$ cat config.mk
export PLATFORM = sky130hd
export DESIGN_NAME = gan_sqrt_pipe
export DESIGN_NICKNAME = d
export VERILOG_FILES = /design/src/rtl/gan_pkg.sv /design/src/rtl/gan_sqrt_pipe.sv
export SDC_FILE = /design/constraint.sdc
export NUM_CORES = 2
export LEC_CHECK = 0
export BUFFER_PORTS_ARGS = -buffer_cell sky130_fd_sc_hd__buf_2
export CORE_MARGIN = 2
export CORE_UTILIZATION = 45
export DETAILED_ROUTE_END_ITERATION = 8
export GPL_TIMING_DRIVEN = 0
export PLACE_DENSITY_LB_ADDON = 0.25
export SLEW_MARGIN = 10
export SYNTH_ARGS = -nofsm -noshare
export SYNTH_HDL_FRONTEND = slang
export SYNTH_SLANG_ARGS = --single-unit
export TNS_END_PERCENT = 100
$ cat constraint.sdc
create_clock -name clock -period 3.9 [get_ports clock]
set_input_delay 0.585 -clock clock [delete_from_list [all_inputs] [get_ports clock]]
set_output_delay 0.585 -clock clock [all_outputs]
set_load 0.1 [all_outputs]
$ cat src/rtl/gan_pkg.sv
// Shared types, widths and constants for the gradient angle core.
// Holds the CORDIC arctangent table used by the top level and the square-root pipeline widths.
// No dependencies.
package gan_pkg;

   // Normalized vector components: magnitude in [2^14, 2^15], plus a sign bit.
   localparam int NORM_W       = 16;
   localparam int NORM_TOP_BIT = 15;
   localparam logic [NORM_W-1:0] NORM_HI = 16'h8000;
   localparam logic [NORM_W-1:0] NORM_LO = 16'h4000;
   localparam int COMP_S_W     = NORM_W + 1;

   // Product, dot product and cross product widths.
   localparam int PROD_W = 2 * COMP_S_W;
   localparam int DOT_W  = PROD_W;
   localparam int CABS_W = 32;
   localparam int CSQ_W  = 2 * CABS_W;

   // Square-root pipeline: one root bit per stage plus an input register.
   localparam int SQRT_W   = CSQ_W / 2;
   localparam int SQRT_LAT = SQRT_W + 1;

   // CORDIC datapath.
   localparam int XY_W         = 36;
   localparam int Z_W          = 32;
   localparam int ZTAB_BITS    = 30;
   localparam int CORDIC_STEPS = 28;
   localparam int CORDIC_IDX_W = 5;
   localparam logic [Z_W-1:0] Z_HALF = Z_W'(1) << (ZTAB_BITS - 1);

   typedef logic        [NORM_W-1:0]   norm_mag_type;
   typedef logic signed [COMP_S_W-1:0] comp_type;
   typedef logic signed [PROD_W-1:0]   prod_type;
   typedef logic signed [DOT_W-1:0]    dot_type;
   typedef logic        [CABS_W-1:0]   cabs_type;
   typedef logic        [CSQ_W-1:0]    csq_type;
   typedef logic        [SQRT_W-1:0]   root_type;
   typedef logic signed [XY_W-1:0]     xy_type;
   typedef logic signed [Z_W-1:0]      z_type;

   // atan(2^-i) / pi scaled by 2^30, rounded.
   function automatic z_type gan_atan(input logic [CORDIC_IDX_W-1:0] idx);
      z_type val;
      unique case (idx)
         5'd0:  val = 32'sd268435456;
         5'd1:  val = 32'sd158466703;
         5'd2:  val = 32'sd83729454;
         5'd3:  val = 32'sd42502378;
         5'd4:  val = 32'sd21333666;
         5'd5:  val = 32'sd10677233;
         5'd6:  val = 32'sd5339919;
         5'd7:  val = 32'sd2670123;
         5'd8:  val = 32'sd1335082;
         5'd9:  val = 32'sd667543;
         5'd10: val = 32'sd333772;
         5'd11: val = 32'sd166886;
         5'd12: val = 32'sd83443;
         5'd13: val = 32'sd41722;
         5'd14: val = 32'sd20861;
         5'd15: val = 32'sd10430;
         5'd16: val = 32'sd5215;
         5'd17: val = 32'sd2608;
         5'd18: val = 32'sd1304;
         5'd19: val = 32'sd652;
         5'd20: val = 32'sd326;
         5'd21: val = 32'sd163;
         5'd22: val = 32'sd81;
         5'd23: val = 32'sd41;
         5'd24: val = 32'sd20;
         5'd25: val = 32'sd10;
         5'd26: val = 32'sd5;
         5'd27: val = 32'sd3;
         default: val = '0;
      endcase
      return val;
   endfunction

endpackage

$ cat src/rtl/gan_sqrt_pipe.sv
// Pipelined integer square root, one result bit resolved per register stage.
// Depends on gan_pkg for widths; takes one word per cycle.
module gan_sqrt_pipe
   import gan_pkg::*;
(
   input  logic     clock,
   input  csq_type  radicand,
   output root_type root
);

   localparam int TW = CSQ_W + 1;

   csq_type  rem_ff  [SQRT_W];
   root_type root_ff [SQRT_W];
   root_type root_out_ff;

   // Input register.
   always_ff @(posedge clock) begin
      rem_ff[0]  <= radicand;
      root_ff[0] <= '0;
   end

   // Each stage tries one root bit: (root + 2^j)^2 - root^2 against the remainder.
   for (genvar k = 0; k < SQRT_W; k++) begin : g_stage
      localparam int J = SQRT_W - 1 - k;
      logic [TW-1:0] trial;
      logic          take;

      always_comb begin
         trial = (TW'(root_ff[k]) << (J + 1)) + (TW'(1) << (2 * J));
         take  = TW'(rem_ff[k]) >= trial;
      end

      if (k < SQRT_W - 1) begin : g_mid
         always_ff @(posedge clock) begin
            rem_ff[k+1]  <= take ? (rem_ff[k] - trial[CSQ_W-1:0]) : rem_ff[k];
            root_ff[k+1] <= take ? (root_ff[k] | (SQRT_W'(1) << J)) : root_ff[k];
         end
      end else begin : g_last
         always_ff @(posedge clock) begin
            root_out_ff <= take ? (root_ff[k] | (SQRT_W'(1) << J)) : root_ff[k];
         end
      end
   end

   assign root = root_out_ff;

endmodule

==> flow_summary.yaml <==
logic_synthesis:
  yosysUniqueCellTypes: 102
  synth-seq-cells: 2576
  syn-num-nets: 10400
  synthCells: 9734
  synth_fa_ha_area_frac: 0.0719
  syn_avg_cell_area_um2: 9.97
  synth_top_family_by_area: "simple AND/OR/NAND/NOR gates"
  netlist_area_um2: 97100
  yosys_warnings: 0
  ys_seq_area_frac: 0.531
  synthXorXnorAreaFrac: 0.0791
  synth-simple-area-share: 0.155
  synthArstFlopShare: 0
  synth-edff-count: 0
  synth-compound-area-share: 0.119
  synth_flop_cell: "dfxtp_1"
  synth.area.mux_share: 0.00801
placement:
  gp_congestion: 0.944
  dp_slack_ns: -1.13
  dp_hpwl_um: 198000
  place_inst: 12700
  io_buffers: 96
  placed_area_um2: 101000
timing:
  worstMarginPinSlew_ns: 1.46
  rsz0062_at_grt: "yes"
  worst_hold_slack_ns: 0.258
  final.setup.worst_slack_ns: 0.0709
  max-slew-margin-rel: 0.0180
  max_freq_mhz: 261
  finalCriticalPeriod_ns: 3.83
  report.final.slew_viol_count: 0
  period_share: 0.982
  skew_ns: 0.0925
  finalSetupViolCount: 0
  finalHoldViolations: 0
clock_tree:
  cts.htree.levels: 5
  worstSkewPairLatency_ns: 0.93
  cts_sinks: 2576
  numCtsBuffers: 282
  clk_pin_slew_worst_paths_ns: 0.06
  cts_root_buffer: "clkbuf_16"
  cts_tree: "done"
  cts_buffer_depth: 4
global_route:
  track_usage: 0.225
  grt_overflow: 0
  grt_pass1_wl_um: 391000
  grt_max_degree: 17
  grt_antenna_before_repair: 20
  grt_pass1_vias: 69900
finish:
  utilization: 0.521
  fin_area_um2: 112000
  syn_to_final_growth_pct: 15.2
  layoutNonFillerInstCount: 13200
  fin_nets: 10800
  drive_above_1_share: 0.0808
floorplanning:
  core-area_um2: 214000
  fp.dieArea_um2: 219000
  initial_core_util: 0.453
  rows: 170
  die_w_um: 468
  pin_count: 97
  fp.dieH_um: 468
critical_path:
  crit_chain: "or4_1, nor3_2, nand2_1, or4_1, a2111oi_1, o21a_1, buf_2, buf_4, inv_1, mux2_2"
  path_delay_family: "simple AND/OR/NAND/NOR gates"
  critPathKind: "reg -> reg"
  path_common_cell: "or4_1"
  crit_fanout: 10
  end_kind: "register"
  cpPeakStageDelay_ns: 0.61
  r2r_start: "rem_ff[1][754]"
  worst_path_max_delay_cell: "or4_1"
  cp-start-kind: "register"
  critical_path_arrival_ns: 4.56
  cp-startpoint: "rem_ff[1][754]"
  critPathRequiredTime_ns: 4.63
  path_buf_inv: 3
power:
  leakage_nw: 50.3
  pwr_density_cell_nw_per_um2: 754
  ir_drop_mv: 0.614
route:
  route.detailed.drc: 0
  vias: 70700
  wl_um: 253000
  viasPerCell: 5.35
  drt_pre_antenna_iters: 6
  wire_per_inst_um: 19.2
  drt_iter0_drc: 4692
  ant_nets: 0
status:
  status: "finished with violations"
  violations: "max-capacitance violations"
flow_run:
  cap_violations: 1
min_path:
  hp-class: "in -> reg"
  hold_path_startpoint: "radicand[0]"
## registers in the layout, summed over array words and instances (netlist names)
register and cells:
rem_ff 2048, root 32, root_ff 496
## cell usage in the layout, fill, tap and decap left out, drive strengths merged, types with 49 or more instances in the layout
cell         synthesis  final
a211oi              54     54
a21o               228    228
a21oi              607    607
buf                 34    139
clkbuf             166    548
dfxtp             2576   2576
dlygate4sd3          0     64
ha                 558    558
inv                689    697
mux2                61     61
nand2              628    628
nand2b             114    114
nand3              154    154
nand4              187    187
nor2               624    624
nor2b               71     71
nor3               291    291
nor4               335    335
nor4b               63     63
o21a                97     97
o21ai              474    474
o21bai              53     53
o31ai               49     49
or3                 94     94
or4                 81     81
xnor2              485    485
xor2               392    392
## worst register-to-register path, cell delays in order (launching register included)
cell and delay (ns):
dfxtp_1 0.39, or4_1 0.55, nor3_2 0.27, nand2_1 0.19
or4_1 0.61, a2111oi_1 0.39, o21a_1 0.17, buf_2 0.31
buf_4 0.30, inv_1 0.19, mux2_2 0.30
## Yosys cell counts (9+ instances only)
library cell / number / share of area
o21ai_0: 470 / 0.024
o21bai_1: 53 / 0.0041
and3_1: 44 / 0.0028
a2111oi_0: 14 / 0.0013
o31ai_1: 49 / 0.0038
and4_1: 25 / 0.0023
nand2b_1: 114 / 0.0073
xnor2_1: 485 / 0.044
a311oi_1: 14 / 0.0013
buf_2: 10 / 0.00052
a21oi_1: 607 / 0.031
ha_1: 558 / 0.072
nand3b_1: 37 / 0.0029
o21a_1: 97 / 0.0075
nor4_1: 331 / 0.021
or4_1: 75 / 0.0058
or2_2: 42 / 0.0027
o2111ai_1: 15 / 0.0014
nor3b_1: 24 / 0.0019
nand2_1: 628 / 0.024
dfxtp_1: 2576 / 0.53
buf_1: 17 / 0.00066
nor2b_1: 71 / 0.0046
inv_1: 687 / 0.027
nand4b_1: 33 / 0.0030
nor2_1: 623 / 0.024
nor3_1: 285 / 0.015
and2_1: 29 / 0.0019
clkbuf_1: 166 / 0.0064
a211o_1: 20 / 0.0018
a31o_2: 12 / 0.0011
o31a_1: 13 / 0.0012
mux2i_1: 9 / 0.00093
a31oi_1: 48 / 0.0031
nor4b_1: 62 / 0.0056
nand3_1: 154 / 0.0079
mux2_2: 60 / 0.0070
xor2_1: 392 / 0.035
or3_1: 93 / 0.0060
o211ai_1: 37 / 0.0029
nand4_1: 187 / 0.012
a21o_1: 227 / 0.018
o41ai_1: 13 / 0.0012
a21boi_0: 28 / 0.0022
a211oi_1: 54 / 0.0042
## stage by stage
step	TNS (ns)	total power, mW
3_3_place_gp	-131.53	57.5
4_1_cts	0	84.6
5_1_grt	-0.106	88.8
6_report	0	84.3
3_5_place_dp	-126.38	57.7
2_1_floorplan	0	51.1
## final cells by class
class,count,area [um2]
plain buffers,182,786
well taps,2838,3550
multi-input cells,6266,42700
flip-flops and latches,2576,51600
diodes,5,12.5
fillers,19100,103000
repair buffers,174,1220
clock inverters,85,1050
inverters,692,2610
clock buffers,395,8320
## kinds of logic (layout without fill, tap and decap cells)
| logic type | count (synthesis) | after routing |
|---|---|---|
| DFF | 2576 | 2576 |
| and+or+nand+nor | 2895 | 2895 |
| muxes | 70 | 70 |
| adders and majority gates | 558 | 558 |
| other | 0 | 5 |
| AOI/OAI and AO/OA | 1866 | 1866 |
| buffers and inverters | 892 | 1528 |
| xor gates and xnor gates | 877 | 877 |
## power by group
part	total [mW]	switching, mW	internal, mW
clock	26.5	10.3	16.2
combinational	20.3	11.6	8.78
sequential	37.4	5.20	32.2
## metal layers
layer	vias up	part of all wire	track usage
li1	34900	-	-
met1	33700	0.46	0.302
met2	1673	0.47	0.377
met3	434	0.048	0.0335
met4	0	0.024	0.0618
met5	-	0	0
## timing repair
item	in CTS	in global routing
setup endpoints to repair	393	342
hold endpoints to repair	64	0
resized for setup	58	105
hold buffers	64	0
pin swaps	6	11
buffers inserted	8	5
## path summary, 6_finish.rpt
check	slack, ns	to	cells after the start
setup / recovery	0.07	rem_ff[1][793]	10
hold / removal	0.26	rem_ff[0][0]	2
setup reg to reg	0.07	rem_ff[1][793]	10
hold reg to reg	0.30	rem_ff[1][650]	0
(Power assumes the default switching activity.)
